===== src/ctos_pkg.sv =====
// Package with the item types, codes and constants shared by the overlap scan block.
`default_nettype none
package ctos_pkg;

  localparam int unsigned SlotsDefault = 32;
  localparam int unsigned ReportMax    = 32;
  localparam int signed   CoordLimit   = 30000;

  typedef enum logic [1:0] {
    ACT_CREATE = 2'd0,
    ACT_DELETE = 2'd1,
    ACT_SCAN   = 2'd2,
    ACT_NONE   = 2'd3
  } action_e;

  typedef enum logic [2:0] {
    ST_OK        = 3'd0,
    ST_FULL      = 3'd1,
    ST_COORD     = 3'd2,
    ST_RADIUS    = 3'd3,
    ST_NOT_ALIVE = 3'd4
  } status_e;

  typedef enum logic [2:0] {
    S_IDLE,
    S_PICK,
    S_LOADA,
    S_LATCHA,
    S_SCAN,
    S_DRAIN,
    S_EMIT
  } state_e;

  typedef struct packed {
    logic [1:0]         action;
    logic signed [15:0] centre_x;
    logic signed [15:0] centre_y;
    logic [23:0]        radius;
    logic [4:0]         slot_id;
  } in_item_t;

  typedef struct packed {
    logic [2:0]  status;
    logic [4:0]  slot;
    logic [31:0] overlap_mask;
    logic        last;
  } out_item_t;

  typedef struct packed {
    logic signed [15:0] x;
    logic signed [15:0] y;
    logic [23:0]        r;
  } entry_t;

  // Commands from the controller to the datapath.
  typedef struct packed {
    logic accept;
    logic clear_mask;
    logic read_a;
    logic load_a;
    logic issue;
    logic emit;
  } cmd_t;

  // Status from the datapath to the controller.
  typedef struct packed {
    logic out_free;
    logic pipe_busy;
    logic slot_live;
  } stat_t;

endpackage
`default_nettype wire


===== src/ctos_ctrl.sv =====
// Controller state machine that sequences create, delete and the pairwise scan.
`default_nettype none
module ctos_ctrl import ctos_pkg::*; #(
  parameter int unsigned SLOTS = SlotsDefault
) (
  input  wire logic                     clk_i,
  input  wire logic                     rst_ni,
  input  wire logic                     in_valid_i,
  input  wire logic [1:0]               in_action_i,
  output logic                          in_stall_o,
  input  wire stat_t                    stat_i,
  output cmd_t                          cmd_o,
  output logic      [$clog2(SLOTS)-1:0] i_idx_o,
  output logic      [$clog2(SLOTS)-1:0] j_idx_o
);

  localparam int unsigned AW = $clog2(SLOTS);
  localparam int unsigned N  = (SLOTS < ReportMax) ? SLOTS : ReportMax;
  localparam logic [AW-1:0] LastIdx = AW'(N - 1);

  state_e state_q, state_d;
  logic [AW-1:0] i_q, i_d, j_q, j_d;

  always_ff @(posedge clk_i or negedge rst_ni) begin
    if (!rst_ni) begin
      state_q <= S_IDLE;
      i_q     <= '0;
      j_q     <= '0;
    end else begin
      state_q <= state_d;
      i_q     <= i_d;
      j_q     <= j_d;
    end
  end

  always_comb begin
    state_d    = state_q;
    i_d        = i_q;
    j_d        = j_q;
    cmd_o      = '0;
    in_stall_o = 1'b1;
    unique case (state_q)
      S_IDLE: begin
        in_stall_o = !stat_i.out_free;
        if (in_valid_i && stat_i.out_free) begin
          cmd_o.accept = 1'b1;
          if (in_action_i == ACT_SCAN) begin
            cmd_o.clear_mask = 1'b1;
            i_d              = '0;
            state_d          = S_PICK;
          end
        end
      end
      S_PICK: begin
        // A dead slot reports an empty mask without touching the store.
        state_d = stat_i.slot_live ? S_LOADA : S_EMIT;
      end
      S_LOADA: begin
        cmd_o.read_a = 1'b1;
        state_d      = S_LATCHA;
      end
      S_LATCHA: begin
        cmd_o.load_a = 1'b1;
        j_d          = '0;
        state_d      = S_SCAN;
      end
      S_SCAN: begin
        cmd_o.issue = 1'b1;
        j_d         = AW'(j_q + 1'b1);
        if (j_q == LastIdx) begin
          state_d = S_DRAIN;
        end
      end
      S_DRAIN: begin
        if (!stat_i.pipe_busy) begin
          state_d = S_EMIT;
        end
      end
      S_EMIT: begin
        if (stat_i.out_free) begin
          cmd_o.emit = 1'b1;
          if (i_q == LastIdx) begin
            state_d = S_IDLE;
          end else begin
            i_d     = AW'(i_q + 1'b1);
            state_d = S_PICK;
          end
        end
      end
      default: state_d = S_IDLE;
    endcase
  end

  assign i_idx_o = i_q;
  assign j_idx_o = j_q;

endmodule
`default_nettype wire


===== config.mk =====
export PLATFORM = sky130hd
export DESIGN_NAME = ctos_ctrl
export DESIGN_NICKNAME = d
export VERILOG_FILES = /design/src/ctos_pkg.sv /design/src/ctos_ctrl.sv
export SDC_FILE = /design/constraint.sdc
export NUM_CORES = 1
export LEC_CHECK = 0
export ABC_AREA = 1
export ABC_CLOCK_PERIOD_IN_PS = 1500
export BUFFER_PORTS_ARGS = -buffer_cell sky130_fd_sc_hd__buf_2
export CORE_MARGIN = 2
export CORE_UTILIZATION = 35
export CTS_CLUSTER_SIZE = 25
export DETAILED_ROUTE_END_ITERATION = 8
export GPL_ROUTABILITY_DRIVEN = 0
export PLACE_DENSITY_LB_ADDON = 0.12
export SLEW_MARGIN = 15
export SYNTH_ARGS = -nofsm -noshare
export SYNTH_HDL_FRONTEND = slang
export SYNTH_SLANG_ARGS = --single-unit

===== constraint.sdc =====
create_clock -name clk_i -period 1.5 [get_ports clk_i]
set_clock_uncertainty 0.05 [all_clocks]
set_input_delay 0.15 -clock clk_i [delete_from_list [all_inputs] [get_ports clk_i]]
set_output_delay 0.15 -clock clk_i [all_outputs]
set_load 0.01 [all_outputs]

# Yosys cells after proc, flatten, opt, wreduce, memory -nomap -nowiden
# Cells that the tools add are included.
word_totals:
  inputBits: 8
  register_bits: 13
  output_inout_bits: 17
  word_cells: 50
classes:
  n_mux: 23
  n_addsub: 2
  eq_ne: 15
  n_reduce_logical: 7
op_table:
  columns: ["operator", "n"]
  rows:
  - ["$pmux 3 s7", 1]
  - ["$mux 5", 4]
  - ["$pmux 5 s2", 2]
  - ["$mux 3", 6]
  - ["$ne 2x2->1 const B", 6]
  - ["$add 5x1->5 const B", 2]
  - ["$eq 5x5->1 const B", 2]
  - ["$reduce_and 5->1", 2]
  - ["$eq 3x3->1 const B", 3]
  - ["$mux 1", 8]
  - ["$eq 3x2->1 const B", 2]
  - ["$mux 2", 2]
  - ["$reduce_bool 2->1", 2]
  - ["$eq 3x1->1 const B", 1]
  - ["$logic_not 3->1", 1]
  - ["$eq 2x2->1 const B", 1]
  - ["$logic_and 1x1->1", 1]
  - ["$logic_not 1->1", 1]

# Depth between registers and ports, before layout
# Gate-level depths: netlist of the first run.
logic_depth:
  ltp_word: 4
  ltp_mapped: 10
  ltp_nobuf: 10

# Least setup slack after synthesis of the first run
# Ideal clock, no wire load.
synth_timing:
  path_type: "register to register"
  start: "register j_q[0], in the netlist j_idx_o[0]"
  end: "register state_q[2]"
  arrival_ns: 1.314
  path_slack_ns: 0.015
  required_time_ns: 1.329
  setup_time_ns: 0.121
  stages_incl_launch_ff: 10
  period_less_slack_ns: 1.485
  n_path_buf: 0
  path_cell_list: "dfrtp_1 > ha_1 > nand2_1 > nor2_1 > ha_1 > nand3b_1 > nand2_1 > inv_1 > nand3_1 > nand2_1"
synth_between:
  elab_chain_cells: 3
synth_rtl:
  columns: ["element", "line", "rtl"]
  rows:
  - ["from (decl)", "ctos_ctrl.sv:22", "logic [AW-1:0] i_q, i_d, j_q, j_d;"]
  - ["from (signal assigned)", "ctos_ctrl.sv:32", "j_q <= j_d;"]
  - ["$eq 5x5->1", "ctos_ctrl.sv:70", "if (j_q == LastIdx) begin"]
  - ["$ne 2x2->1 (no source line)", null, null]
  - ["$reduce_and 5->1 (no source line)", null, null]
  - ["to (signal assigned)", "ctos_ctrl.sv:30", "state_q <= state_d;"]
  - ["to (decl)", "ctos_ctrl.sv:21", "state_e state_q, state_d;"]
# Every way passes these cells.
# A chain may end at the register's enable or synchronous reset.

# Worst setup path in the final report of the first run
layout_timing:
  start: "register j_q[1], in the netlist j_idx_o[1]"
  end: "register state_q[2]"
# Same word-level chain as after synthesis.

==> out/results.ini, run 1 <==
[power]
p_per_area_nw_per_um2=1770
peakVddDrop_mv=1.14
p_leak_uw=0.000715

[finish]
final_area_um2=1260
fillCellCount=262
multiInputGateArea_um2=553
area_delta_synth_final_pct=41.3
drive_gt1_share_pct=47.6
antenna_cells=0
instances_no_fill=198
nNetsFinal=181
seq_area_um2=329

[synthesis]
synth_most_common_cell=nand2_1
synth_edf_count=0
synth.distinct_cells=20
yosysSeqAreaShare_pct=36.5
syn-instance-count=125
synth-seq-cells=13
netlist_top_cells_count=nand2_1 (39), nor2_1 (17), inv_1 (15)
synth_top_cells_by_area=dfrtp_1 (37%), nand2_1 (16%), nor2_1 (7.2%)
synth_nets=137
synth_flop_cell=dfrtp_1
avgSynthCellArea_um2=7.13
syn_area_um2=891
netlist.area_leader.share_pct=36.5
yosysWarningCount=0
synth.largest_area_cell=dfrtp_1
async_flop_share_pct=100

[sta]
rsz0062_at_grt=true
finalCriticalPeriod_ns=1.47
worst_pin_slew_ns=0.309
slew_violations=0
relSlewSlack_pct=79.4
fin_crit_sh_pct=97.7
hold_viol=0
fmax_mhz=682
hold_slack_ns=0.121
setup_viol=0
setup_ws_ns=0.0342

[detailed_routing]
routed_wl_um=2260
via_per_inst=4.75
num_vias=940
dr.pass1.iters=4
final_antenna_net_count=0
drc=0
post_drt_wl_per_cell_um=11.4
first_iter_violations=18

[hold_path]
min_path_cells=3
min_to=state_q[0]
hp-class=in -> reg
worstHoldStart=stat_i[1]

[setup_path]
reg2reg_depth=9
r2r_start=j_idx_o[1]
end_kind=flop
cp_max_fo=3
crit_required_ns=1.62
critPathKind=reg -> reg
cp.arrival_ns=1.59
reg2reg_slack_ns=0.03
critPathLaunchType=flop
reg2reg_to=state_q[2]

[placement]
dp_hpwl_um=1600
pre_cts_ws_ns=-0.0240
io_buffers=24
dp.cells=184
placed_cell_area_um2=1090

[grt]
grt_max_degree=14
grt_pass1_wl_um=3260
grt_overflow=0
grt_pass1_vias=803
antenna_found_initial=0
track_usage_pct=15.6

[floorplanning]
start_util_pct=36.3
chipHeight_um=54.5
rows=18
fp.coreArea_um2=2450
die_area_um2=2960
fp.dieW_um=54.5
pin_count=25

[clock_tree]
cts.sinks=13
cts-root-buf=clkbuf_4
cts_tree=yes
htreeDepth=1
clockBufferDepth=2
clk_pin_slew_ns=0.08
numCtsBuffers=3
clk_latency_ns=0.28

[job]
cap_violations=0

[run_status]
outcome=finished clean

report_power, final:
group	switching (µW)	internal [µW]	leakage (µW)
Clock	120	103	0.0000150
Sequential	130	458	0.000168
Combinational	815	597	0.000532
critical path: stages (launching register included):
cell      delay (ns)
dfrtp_1         0.39
ha_2            0.20
nand2_2         0.08
nor2_1          0.04
ha_1            0.17
nand3b_1        0.16
nand2_2         0.10
inv_2           0.03
nand3_1         0.07
nand2_1         0.06
how the worst max path moves through the flow:
| stage | startpoint | to | slack (ns) | depth (start not counted) |
|---|---|---|---|---|
| 2_1_floorplan | j_idx_o[0] | state_q[2] | 0.02 | 9 |
| 3_3_place_gp | j_idx_o[0] | state_q[2] | -0.003 | 9 |
| 3_5_place_dp | j_idx_o[0] | state_q[2] | -0.02 | 9 |
| 4_1_cts | j_idx_o[0] | state_q[2] | 0.001 | 9 |
| 5_1_grt | i_idx_o[1] | i_idx_o[3] | -0.04 | 10 |
| 6_report | j_idx_o[1] | state_q[2] | 0.03 | 9 |
logic make-up (layout without fill, tap and decap cells):
kind of cell             count (synthesis)  count (layout)  share of synthesized area (%)
AND/OR/NAND/NOR                         77              77                           42.1
adder cells (fa/ha/maj)                  4               4                           5.62
AO/OA/AOI/OAI                           11              11                           7.30
flip-flops                              13              13                           36.5
buffers and inverters                   20              63                           8.43
what timing repair did:
action	CTS	global route
setup buffers	0	9
endpoints found under the setup margin	6	13
endpoints found under the hold margin	13	0
hold buffers	1	0
pin swaps	1	10
resized for setup	5	23
routing by layer:
layer	track usage, %	vias to the layer above	part of all wire (%)
met5	0	-	0
met4	7.50	0	2.1
met3	3.28	4	5.2
met2	26.5	30	49
met1	18.6	430	43
li1	-	476	-
cell type report:
class,instances,share of cell area [%]
multi-input cells,92,43.9
clock buffers,4,2.09
well taps,30,2.98
flip-flops and latches,13,26.1
repair buffers,39,18.7
inverters,20,6.16
flip-flops by register name (all words and copies together), names as in the netlist:
name     cells
state_q      3
j_idx_o      5
i_idx_o      5
layout by cell type (no fill, tap or decap), types with 4 or more instances in the layout:
cell type,synthesis,routed
nand2_1,39,29
buf_2,0,24
nor2_1,17,14
buf_4,0,14
inv_1,15,12
nand2_2,3,12
dfrtp_1,13,10
inv_2,5,7
nand3_1,5,5
nand2_4,4,5
a21oi_1,5,5
nor2_2,3,4
stage by stage:
stage,utilization [%],total power (µW),TNS (ns)
finish,51.3,2220,0
global route,51.3,2410,-0.222
CTS,46.2,1930,0
detailed placement,44.2,1680,-0.0240
global placement,44.2,1660,-0.00309
floorplan,-,1330,0
Note: power is estimated with default switching activity, not from simulation.
==> run 2, diff against run 1 <==
--- a/config.mk
+++ b/config.mk
@@ -8,12 +8,13 @@
 export ABC_AREA = 1
 export ABC_CLOCK_PERIOD_IN_PS = 1500
 export BUFFER_PORTS_ARGS = -buffer_cell sky130_fd_sc_hd__buf_2
+export CAP_MARGIN = 20
 export CORE_MARGIN = 2
 export CORE_UTILIZATION = 35
 export CTS_CLUSTER_SIZE = 25
 export DETAILED_ROUTE_END_ITERATION = 8
 export GPL_ROUTABILITY_DRIVEN = 0
-export PLACE_DENSITY_LB_ADDON = 0.12
+export PLACE_DENSITY = 0.61
 export SLEW_MARGIN = 15
 export SYNTH_ARGS = -nofsm -noshare
 export SYNTH_HDL_FRONTEND = slang
==> run 2 against run 1 <==
Compared with the run above: first-iteration DRC count shrank 83%; critical endpoint unchanged; clock-buffer cell count is the same; global-route usage grew 0.53 points; register-to-register slack gained 0.03 ns; sequential share of layout area grew 0.91 points; hold slack gained 0.0084 ns; sequential power is essentially flat; utilization shrank 1.7 points; design area shrank 3.4%; die area is the same; non-clock buffer count shrank 4.
==> out/results.ini, run 2 (synthesis gave the netlist of run 1 again) <==
[finish]
nNetsFinal=177  ; -2.2%
final_common_cell=nand2_1
antenna_cells=0  ; unchanged
drive_gt1_share_pct=43.3  ; -4.3 points
final_cell_mix=nand2_1 (35), buf_2 (24), inv_1 (13), nor2_1 (13), dfrtp_1 (10)
area_delta_synth_final_pct=36.5

[power]
p_per_area_nw_per_um2=1660  ; -6.1%
peakVddDrop_mv=1.00  ; -13%
p_leak_uw=0.000680  ; -4.9%
intPower_uw=1050  ; -9.1%
switchingPower_uw=965  ; -9.3%
comb_power_share_pct=60.5  ; -3.0 points
sw_frac_of_total_pct=47.8  ; -0.052 points
design_power_total_uw=2020  ; -9.2%
seqPwrFrac_pct=29.0  ; +2.6 points
power_frac_clock_pct=10.5  ; +0.4 points

[job]
cap_violations=0  ; unchanged

[sta]
relSlewSlack_pct=80.8  ; +1.4 points
fmax_mhz=698  ; +2.4%
hold_viol=0  ; unchanged
worst_pin_slew_ns=0.289  ; -0.0206 ns
setup_viol=0  ; unchanged
slew_violations=0  ; unchanged
finalCriticalPeriod_ns=1.43  ; -0.0339 ns
rsz0062_at_grt=true
fin_crit_sh_pct=95.5  ; -2.3 points
setup_ws_ns=0.0682  ; +0.0339 ns

[clock_tree]
cts_tree=yes
clk_pin_slew_ns=0.08  ; about the same
clockBufferDepth=2  ; unchanged
numCtsBuffers=3  ; unchanged
clk_latency_ns=0.27  ; about the same
cts.sinks=13  ; unchanged
cts-root-buf=clkbuf_4
htreeDepth=1  ; unchanged

[placement]
pre_cts_ws_ns=-0.0120  ; +0.0119 ns
dp_hpwl_um=1660  ; +4.0%
io_buffers=24  ; unchanged

[detailed_routing]
first_iter_violations=3  ; -15
final_antenna_net_count=0  ; unchanged
via_per_inst=4.58  ; -3.5%
routed_wl_um=2040  ; -9.6%
dr.pass1.iters=4  ; unchanged
post_drt_wl_per_cell_um=10.5  ; -7.8%
drc=0  ; unchanged
num_vias=889  ; -5.4%

[setup_path]
critPathKind=reg -> reg
crit_required_ns=1.61  ; about the same
max_stage_delay_ns=0.39  ; about the same
crit_slowest_cell=dfrtp_1
path_cells=ha_2, nand2_2, nor2_2, ha_2, nand3b_1, nand2_2, inv_2, nand3_1, nand2_1
cp_max_fo=3  ; unchanged
end_kind=flop
cp.arrival_ns=1.54  ; -0.05 ns
critPathLaunchType=flop

[floorplanning]
chipHeight_um=54.5  ; unchanged
fp.coreArea_um2=2450  ; unchanged
fp.dieW_um=54.5  ; unchanged
start_util_pct=36.3  ; unchanged
rows=18  ; unchanged
pin_count=25  ; unchanged
die_area_um2=2960  ; unchanged

[run_status]
outcome=finished clean

[grt]
grt_pass1_wl_um=3430  ; +5.3%
grt_max_degree=14  ; unchanged
antenna_found_initial=0  ; unchanged
grt_overflow=0  ; unchanged
track_usage_pct=16.1  ; +0.53 points
grt_pass1_vias=838  ; +4.4%

[hold_path]
hp-class=in -> reg

[run 2: per-layer routing]
layer / part of all wire (%) / GRT usage [%] / routed length, µm / vias to the layer above
met5: 0 / 0 / 0 / -
met4: 0.54 / 7.92 / 11 / 0
met3: 4.8 / 2.19 / 98 / 2
met2: 50 / 29.9 / 1010 / 20
met1: 45 / 17.8 / 915 / 400
li1: - / - / - / 467
[run 2: final cells by class]
| class | instances | area (µm²) |
|---|---|---|
| inverter | 20 | 75.1 |
| tap | 30 | 37.5 |
| sequential | 13 | 329 |
| fill | 254 | 1240 |
| multi-input combinational | 92 | 539 |
| clock buffer | 4 | 26.3 |
| timing repair buffer | 35 | 209 |
[run 2: power by group through the flow]
stage	clock network, µW	logic (µW)	registers, µW
final	212	1220	585
after global routing	232	1390	604
after CTS	218	1160	570
after detailed placement	0	1120	568
after global placement	0	1100	565
after floorplan	0	730	601
[run 2: path summary, 6_finish.rpt]
| check | startpoint | end | slack, ns | depth (start not counted) |
|---|---|---|---|---|
| max | j_idx_o[1] | state_q[2] | 0.07 | 9 |
| min | stat_i[1] | state_q[0] | 0.13 | 3 |
| max reg2reg | j_idx_o[1] | state_q[2] | 0.07 | 9 |
| min reg2reg | j_idx_o[3] | j_idx_o[3] | 0.47 | 1 |
| max in group asynchronous | rst_ni | state_q[2] | 0.92 | 2 |
| min in group asynchronous | rst_ni | i_idx_o[4] | 0.24 | 2 |
[run 2: through the flow]
step | utilization, % | TNS, ns | instance area (µm²) | instances | hold slack, ns
after CTS | 46.9 | 0 | 1150 | 191 | 0.133
after global placement | 44.5 | -0.00435 | 1090 | 185 | 0.00113
after global routing | 49.5 | -0.213 | 1220 | 194 | 0.138
final | 49.5 | 0 | 1220 | 194 | 0.129
after detailed placement | 44.5 | -0.0120 | 1090 | 185 | 0.00688
after floorplan | - | 0 | 891 | 125 | -0.196
[run 2: critical path, delay by kind of cell, from the launching register on]
| kind | cells | cell delay [ns] |
|---|---|---|
| and+or+nand+nor | 6 | 0.51 |
| buffers and inverters | 1 | 0.03 |
| adders and majority gates | 2 | 0.34 |
| DFF | 1 | 0.39 |
[run 2: timing repair]
action / CTS / global route
hold buffers: 1 / 0
setup buffers: 1 / 3
resized for setup: 6 / 16
setup endpoints to repair: 6 / 13
endpoints found under the hold margin: 13 / 0
pin swaps: 1 / 10
==> run 3, diff against run 2 <==
--- a/config.mk
+++ b/config.mk
@@ -5,8 +5,6 @@
 export SDC_FILE = /design/constraint.sdc
 export NUM_CORES = 1
 export LEC_CHECK = 0
-export ABC_AREA = 1
-export ABC_CLOCK_PERIOD_IN_PS = 1500
 export BUFFER_PORTS_ARGS = -buffer_cell sky130_fd_sc_hd__buf_2
 export CAP_MARGIN = 20
 export CORE_MARGIN = 2
==> run 3 against run 2 <==
Compared with the run above: the run now ends with setup timing left; combinational power increased by 19%; power increased by 17%; first-iteration DRC count increased by 100%; register-to-register slack got worse by 0.21 ns; sequential cell count unchanged; critical endpoint is now i_idx_o[4]; largest cell class unchanged.
==> out/results.ini, run 3 <==
[grt]
grt_pass1_wl_um=3530  ; +3.0%
grt_max_degree=14  ; unchanged
grt_pass1_vias=768  ; -8.4%
track_usage_pct=18.0  ; +1.9 points
grt_overflow=0  ; unchanged
antenna_found_initial=0  ; unchanged

[finish]
area_delta_synth_final_pct=55.8
drive_gt1_share_pct=62.1  ; +19 points
seq_area_um2=329  ; unchanged
antenna_cells=0  ; unchanged
fillCellCount=209  ; -18%
nNetsFinal=137  ; -23%
final_cell_mix=buf_2 (22), buf_4 (18), dfrtp_1 (10)
final_common_cell=buf_2
multiInputGateArea_um2=533  ; -1.2%

[power]
comb_power_share_pct=61.5  ; +1.0 points
p_leak_uw=0.000644  ; -5.2%
design_power_total_uw=2350  ; +17%
power_frac_clock_pct=9.4  ; -1.1 points
switchingPower_uw=974  ; +0.89%
peakVddDrop_mv=0.960  ; -4.1%
seqPwrFrac_pct=29.1  ; about the same
p_per_area_nw_per_um2=1860  ; +12%
intPower_uw=1380  ; +31%
sw_frac_of_total_pct=41.4  ; -6.5 points

[clock_tree]
htreeDepth=1  ; unchanged
cts_tree=yes
clk_pin_slew_ns=0.08  ; about the same
clk_latency_ns=0.28  ; about the same
cts-root-buf=clkbuf_4
numCtsBuffers=3  ; unchanged
clockBufferDepth=2  ; unchanged
cts.sinks=13  ; unchanged

[detailed_routing]
final_antenna_net_count=0  ; unchanged
dr.pass1.iters=4  ; unchanged
drc=0  ; unchanged
routed_wl_um=2110  ; +3.4%
first_iter_violations=6  ; +3
post_drt_wl_per_cell_um=13.9  ; +32%
via_per_inst=5.18  ; +13%
wl_met2_um=1220  ; +20%
num_vias=787  ; -11%
met1_length_um=801  ; -12%
top_layer=met3
dr_wl_met3_um=91  ; -7.1%

[floorplanning]
pin_count=25  ; unchanged
fp.coreArea_um2=2210  ; -9.9%
start_util_pct=36.7  ; +0.42 points
rows=17  ; -1
chipHeight_um=52.2  ; -4.2%
fp.dieW_um=52.2  ; -4.2%
die_area_um2=2720  ; -8.2%

[sta]
setup_ws_ns=-0.138  ; -0.206 ns
hold_viol=0  ; unchanged
rsz0062_at_grt=true
fmax_mhz=610  ; -13%
fin_tns_setup_ns=-0.679  ; -0.679 ns
worst_pin_slew_ns=0.305  ; +0.0158 ns
slew_violations=0  ; unchanged
finalCriticalPeriod_ns=1.64  ; +0.206 ns
relSlewSlack_pct=79.7  ; -1.1 points
fin_crit_sh_pct=109  ; +14 points
hold_slack_ns=0.107  ; -0.0224 ns
setup_viol=9  ; +9

[synthesis]
async_flop_share_pct=100  ; unchanged
yosysSeqAreaShare_pct=40.1  ; +3.5 points
synth_nets=88  ; -36%
synth_fa_ha_area_share_pct=6.16  ; +0.55 points
synth_flop_cell=dfrtp_1
yosys.area_share.simple_pct=28.0  ; -14 points
synth_top_cells_by_area=dfrtp_1 (40%), ha_1 (6.2%), nor3_4 (4.0%)
synth_top_family_by_area=simple AND/OR/NAND/NOR gates
synth-seq-cells=13  ; unchanged
synth_most_common_cell=dfrtp_1
synth_xor_area_share_pct=0  ; unchanged
synth.area.mux_share_pct=7.55  ; +7.6 points
netlist.area_leader.share_pct=40.1  ; +3.5 points
syn-instance-count=76  ; -39%
netlist_top_cells_count=dfrtp_1 (13), nand2_1 (6)
synth.distinct_cells=35  ; +75%
syn_area_um2=812  ; -8.8%
avgSynthCellArea_um2=10.7  ; +50%
synth_edf_count=0  ; unchanged
synth_compound_area_share_pct=14.0  ; +6.7 points
yosysWarningCount=0  ; unchanged
synth.largest_area_cell=dfrtp_1

[hold_path]
worstHoldStart=stat_i[1]
min_to=state_q[0]
hp-class=in -> reg
min_path_cells=3  ; unchanged

[placement]
dp_hpwl_um=1490  ; -10%
io_buffers=24  ; unchanged

[setup_path]
reg2reg_slack_ns=-0.14  ; -0.21 ns
reg2reg_depth=6  ; -3
critPathLaunchType=flop
cp_max_fo=4  ; +1
reg2reg_to=i_idx_o[4]
cp.arrival_ns=1.76  ; +0.22 ns
r2r_start=i_idx_o[1]
crit_required_ns=1.62  ; about the same
end_kind=flop
critPathKind=reg -> reg

[run_status]
outcome=finished, violations left
violations=setup timing

[job]
cap_violations=0  ; unchanged

## run 3: how the worst max path moves through the flow
stage / slack (ns) / to / depth (start not counted) / from
2_1_floorplan: -0.18 / i_idx_o[1] / 6 / i_idx_o[1]
3_3_place_gp: -0.11 / i_idx_o[4] / 6 / i_idx_o[1]
3_5_place_dp: -0.13 / i_idx_o[4] / 6 / i_idx_o[1]
4_1_cts: -0.12 / i_idx_o[4] / 6 / i_idx_o[1]
5_1_grt: -0.20 / i_idx_o[4] / 6 / i_idx_o[1]
6_report: -0.14 / i_idx_o[4] / 6 / i_idx_o[1]
## run 3: layout make-up
class                   count  share of cell area (%)
inverters                   5                    1.48
well taps                  28                    2.77
repair buffers             47                    25.5
flip-flops and latches     13                    26.0
clock buffers               4                    2.08
multi-input cells          55                    42.1
## run 3: layer usage
| metal | track usage (%) | vias to the layer above |
|---|---|---|
| met2 | 33.3 | 18 |
| met4 | 4.27 | 0 |
| met5 | 0 | - |
| li1 | - | 379 |
| met1 | 20.2 | 390 |
| met3 | 5.17 | 0 |
## run 3: repair_timing
item,in CTS,in global routing
setup endpoints to repair,13,16
pin swaps,6,4
gates resized for setup,5,13
hold endpoints to repair,13,0
hold buffers,1,0
buffers inserted,4,4
## run 3: power groups by stage
stage	logic [µW]	clock network, µW	registers (µW)
2_1_floorplan	632	0	742
3_3_place_gp	1190	0	668
3_5_place_dp	1220	0	672
4_1_cts	1290	239	685
5_1_grt	1610	248	712
6_report	1450	221	685
## run 3: metrics by stage
step	util, %	cell area [µm²]	std cells	setup WS (ns)
floorplan	-	843	76	-0.177
global placement	49.2	1090	139	-0.111
detailed placement	49.2	1090	139	-0.134
CTS	53.7	1190	148	-0.121
global route	57.2	1260	152	-0.203
finish	57.2	1260	152	-0.138
## run 3: worst max-delay path, cell delays in order (launching register included)
cell	delay [ns]
dfrtp_1	0.39
ha_2	0.19
and3_4	0.15
ha_4	0.16
nor3_4	0.20
nor2_4	0.08
mux2_4	0.30
## run 3: kinds of logic after synthesis
group | count (synthesis)
muxes | 5
buffers and inverters | 8
adders and majority gates | 4
AOI/OAI and AO/OA | 16
and+or+nand+nor | 30
DFF | 13
